--- config.mk ---
export PLATFORM = sky130hd
export DESIGN_NAME = rbsi_merge
export DESIGN_NICKNAME = d
export VERILOG_FILES = /design/src/sv/assert_macros.svh /design/src/sv/rbsi_pkg.sv /design/src/sv/rbsi_merge.sv
export SDC_FILE = /design/constraint.sdc
export NUM_CORES = 1
export LEC_CHECK = 0
export BUFFER_PORTS_ARGS = -buffer_cell sky130_fd_sc_hd__buf_2
export CELL_PAD_IN_SITES_DETAIL_PLACEMENT = 0
export CELL_PAD_IN_SITES_GLOBAL_PLACEMENT = 2
export CORE_UTILIZATION = 28
export DETAILED_ROUTE_END_ITERATION = 8
export PLACE_DENSITY = 0.77
export SYNTH_ARGS = -nofsm -noshare
export SYNTH_HDL_FRONTEND = slang
export SYNTH_SLANG_ARGS = --single-unit
--- constraint.sdc ---
create_clock -name clk -period 5.9 [get_ports clk]
set_input_delay 1.18 -clock clk [delete_from_list [all_inputs] [get_ports clk]]
set_output_delay 1.18 -clock clk [all_outputs]
set_load 0.1 [all_outputs]
--- src/sv/assert_macros.svh ---
// Assertion macros shared by the ray/box intersection RTL.
// Depends on nothing; included by files that carry concurrent assertions.
`ifndef ASSERT_MACROS_SVH
`define ASSERT_MACROS_SVH

// Same-cycle implication, disabled while reset is high.
`define RBSI_ASSERT_IMPLIES(label, clk, rst, ante, cons) \
  label: assert property (@(posedge clk) disable iff (rst) (ante) |-> (cons)) \
    else $error("implication check failed");

// Implication after a fixed number of clock cycles.
`define RBSI_ASSERT_DELAY(label, clk, rst, n, ante, cons) \
  label: assert property (@(posedge clk) disable iff (rst) (ante) |-> ##(n) (cons)) \
    else $error("latency check failed");

`endif

--- src/sv/rbsi_pkg.sv ---
// Package for the ray/box slab intersection unit: widths, latencies,
// saturation limits and the per-axis slab result type. Depends on nothing.
package rbsi_pkg;

  localparam int WORD_W        = 32;
  localparam int FRAC_BITS_DEF = 16;
  localparam int NUM_AXES      = 3;

  // Divider: input register, setup stage, one stage per quotient bit, output.
  localparam int DIV_LAT   = WORD_W + 3;
  // Axis lane: difference stage, divider, ordering stage.
  localparam int LANE_LAT  = DIV_LAT + 2;
  // Merge: interval reduction stage, result stage.
  localparam int MERGE_LAT = 2;
  localparam int PIPE_LAT  = LANE_LAT + MERGE_LAT;

  localparam logic signed [WORD_W-1:0] T_LOW  = {1'b1, {(WORD_W-1){1'b0}}};
  localparam logic signed [WORD_W-1:0] T_HIGH = {1'b0, {(WORD_W-1){1'b1}}};

  typedef struct packed {
    logic                     par;    // direction component is zero
    logic                     pmiss;  // parallel axis with origin outside the slab
    logic signed [WORD_W-1:0] t_near;
    logic signed [WORD_W-1:0] t_far;
  } slab_t;

endpackage

--- src/sv/rbsi_merge.sv ---
// Merge stage: intersects the three slab intervals and forms hit and distance.
// Depends on rbsi_pkg.
module rbsi_merge (
  input  logic                                clk,
  input  rbsi_pkg::slab_t                     slab [0:rbsi_pkg::NUM_AXES-1],
  output logic                                hit,
  output logic signed [rbsi_pkg::WORD_W-1:0]  hit_distance
);
  import rbsi_pkg::*;

  logic signed [WORD_W-1:0] lo_e [0:NUM_AXES-1];
  logic signed [WORD_W-1:0] hi_e [0:NUM_AXES-1];
  logic signed [WORD_W-1:0] t_in_c;
  logic signed [WORD_W-1:0] t_out_c;
  logic                     pm_c;
  logic signed [WORD_W-1:0] t_in;
  logic signed [WORD_W-1:0] t_out;
  logic                     pm;
  logic                     miss;

  // A parallel axis leaves the interval alone.
  always_comb begin
    t_in_c  = T_LOW;
    t_out_c = T_HIGH;
    pm_c    = 1'b0;
    for (int a = 0; a < NUM_AXES; a++) begin
      lo_e[a] = slab[a].par ? T_LOW  : slab[a].t_near;
      hi_e[a] = slab[a].par ? T_HIGH : slab[a].t_far;
      if (lo_e[a] > t_in_c) begin
        t_in_c = lo_e[a];
      end
      if (hi_e[a] < t_out_c) begin
        t_out_c = hi_e[a];
      end
      pm_c = pm_c | slab[a].pmiss;
    end
  end

  always_ff @(posedge clk) begin
    t_in  <= t_in_c;
    t_out <= t_out_c;
    pm    <= pm_c;
  end

  assign miss = pm || (t_in > t_out) || (t_out < 0);

  always_ff @(posedge clk) begin
    hit          <= !miss;
    hit_distance <= miss ? '0 : ((t_in > 0) ? t_in : t_out);
  end

endmodule

==> flow_summary.yaml <==
routing:
  avgRoutedWirePerCell_um: 15.5
  ant_nets: 0
  drtIter0Drc: 258
  vias: 8670
  wl_um: 29300
  drc: 0
  drt_pass1_iterations: 6
  via_per_inst: 4.58
setup_path:
  worstPathMaxFanout: 8
  r2r-start: "t_out[31]$_DFF_P_"
  crit_path_max_incr_delay_ns: 0.52
  cp_slowest_cell: "or4_4"
  rrSetupSlack_ns: 2.41
  worstPathRequired_ns: 6.17
  crit_arrival_ns: 6.04
  cp-end-kind: "register"
  cp_common_cell: "buf_12"
  r2r-end: "hit_distance[15]$_SDFF_PN0_"
  startpoint: "slab[131]"
  reg2regPathDepth: 11
  path_class: "in -> reg"
  cp-start-kind: "input port"
global_route:
  overflow: 0
  grt_max_degree: 66
  grt_pass1_wl_um: 44300
  grtUsageTotal: 0.171
  first_global_vias: 8760
  antenna_found_initial: 5
layout:
  fin_cells: 1894
  syn_to_final_growth_pct: 43.9
  n_antenna_cell: 0
  fin_area_um2: 13000
  nets: 1844
  drive_gt1_frac: 0.374
clock_tree:
  cts_sinks: 98
  clock_latency_ns: 0.34
  cts_tree: "done"
  cts_htree_levels: 3
  holdBufCountCts: 0
  cts.path.max_buffers: 2
  clkTransAtPathRegs_ns: 0.07
  numCtsBuffers: 9
  clock-root-buffer: "clkbuf_16"
placement:
  dpl_worst_slack_ns: -0.549
  gp_congestion: 0.832
  numPortBuffers: 231
  dp_hpwl_um: 24300
  dp_cells: 1854
  place_area_um2: 11700
sta:
  tightest_slew_ns: 1.07
  hold_violations: 0
  hold-worst-slack_ns: 0.505
  setup_ws_ns: 0.130
  skew_ns: 0.0116
  setup_viol: 0
  slew_viol_final: 0
  max_freq_mhz: 173
  period_needed_ns: 5.77
  slew_headroom: 0.287
  finalCritPeriodShare: 0.978
hold_path:
  whs_path_depth: 2
  hold_class: "reg -> reg"
  min_to: "hit_distance[18]$_SDFF_PN0_"
  min-delay-start: "t_out[18]$_DFF_P_"
power:
  max-vdd-ir-drop_v: 0.000143
  p_leak_nw: 6.87
  p_sw_mw: 1.17
  cellPowerDensity_nw_per_um2: 234
  pwr-share-clk: 0.176
  swShare: 0.386
  p_int_mw: 1.87
  seqPwrFrac: 0.286
  power_frac_comb: 0.538
synth:
  ys_types: 51
  synth_top_family_by_area: "adder cells"
  netlist_area_um2: 9040
  yosys_most_used_dff: "dfxtp_1"
  synth_enable_flop_cells: 0
  syn_nets: 1475
  synth_mux_area_frac: 0.178
  synth_compound_area_frac: 0.0942
  synth.top_cells.by_count: "inv_1 (164), nor2_1 (161), ha_1 (158), mux2i_1 (124), dfxtp_1 (98)"
  post-synth-top-count-cell: "inv_1"
  synth_cells: 1118
  synthAdderAreaFrac: 0.219
  synth-seq-area-share: 0.217
  async_flop_share: 0
  synth_top_area_frac: 0.219
  synth-seq-cells: 98
  synthSimpleGateAreaFrac: 0.203
  synth_top_cell_by_area: "ha_1"
  post_synth.cell_area_avg_um2: 8.09
  synthTopCellsByArea: "ha_1 (22%), dfxtp_1 (22%), mux2i_1 (14%)"
  synthXorXnorAreaFrac: 0
  yosysWarnings: 0
die:
  die_w_um: 182
  pin_count: 232
  placementRows: 65
  start_util: 0.286
  core_area_um2: 31600
  die_y_um: 182
  die_area_um2: 33000
job:
  drv_cap: 0
run_status:
  status: "finished clean"
[final cells by class]
| class | instances | area, µm² |
|---|---|---|
| flip-flops and latches | 98 | 1960 |
| repair buffers | 399 | 2730 |
| fillers | 3298 | 18600 |
| clock buffers | 10 | 229 |
| well taps | 402 | 503 |
| clock inverters | 6 | 42.5 |
| inverters | 164 | 616 |
| multi-input cells | 815 | 6940 |
[placed cells by master, fill, tap and decap left out, drive strengths merged, types with 33 or more instances in the layout]
cell / instances
a21oi: 38
buf: 394
dfxtp: 98
ha: 158
inv: 165
mux2: 33
mux2i: 124
nand2b: 34
nor2: 161
nor2b: 67
[worst max path at each step]
stage	to	cells after the start
finish	t_in[25]$_DFF_P_	26
global route	t_in[25]$_DFF_P_	28
floorplan	t_out[0]$_DFF_P_	21
CTS	t_out[17]$_DFF_P_	24
detailed placement	t_out[10]$_DFF_P_	20
global placement	t_out[4]$_DFF_P_	20
[critical path: cells and delay by family]
kind                       cells  cell delay, ns
adders and majority gates      2            0.49
muxes                          2            0.37
buffers and inverters          8            1.23
AOI/OAI and AO/OA              6            0.88
and+or+nand+nor                8            1.86
[logic make-up (layout without fill, tap and decap cells)]
kind of cell / Yosys count / after routing
buffers and inverters: 205 / 579
adder cells (fa/ha/maj): 158 / 158
AND/OR/NAND/NOR: 371 / 371
flip-flops: 98 / 98
other: 1 / 1
AO/OA/AOI/OAI: 128 / 128
multiplexers: 157 / 157
[sequential cells by signal, indices dropped and copies added, names as in the netlist]
name	flops
pm	1
t_out	32
t_in	32
hit	1
hit_distance	32
[metrics by stage]
step           power, mW   util  setup TNS (ns)
2_1_floorplan       1.81      -               0
3_3_place_gp        2.31  0.371          -22.82
3_5_place_dp        2.32  0.371          -26.53
4_1_cts             2.93  0.386               0
5_1_grt             3.27  0.411          -0.495
6_report            3.05  0.411               0
[power by group through the flow]
stage / combinational (mW) / clock, mW / sequential (mW)
after floorplan: 0.837 / 0 / 0.975
after global placement: 1.42 / 0 / 0.891
after detailed placement: 1.43 / 0 / 0.891
after CTS: 1.50 / 0.550 / 0.877
after global routing: 1.80 / 0.585 / 0.886
final: 1.64 / 0.535 / 0.871
[repair_timing]
item / 4_1_cts / 5_1_grt
cloned: 2 / 5
gates resized for setup: 19 / 138
endpoints found under the hold margin: 0 / 0
setup endpoints to repair: 64 / 64
pin swaps: 6 / 39
buffers inserted: 3 / 15
[routing by layer]
layer	part of all wire	global-route usage
met5	0.00027	0
met4	0.0081	0.0176
met3	0.033	0.0247
met2	0.49	0.311
met1	0.47	0.219
No activity file was read; power rests on OpenSTA's default activity.
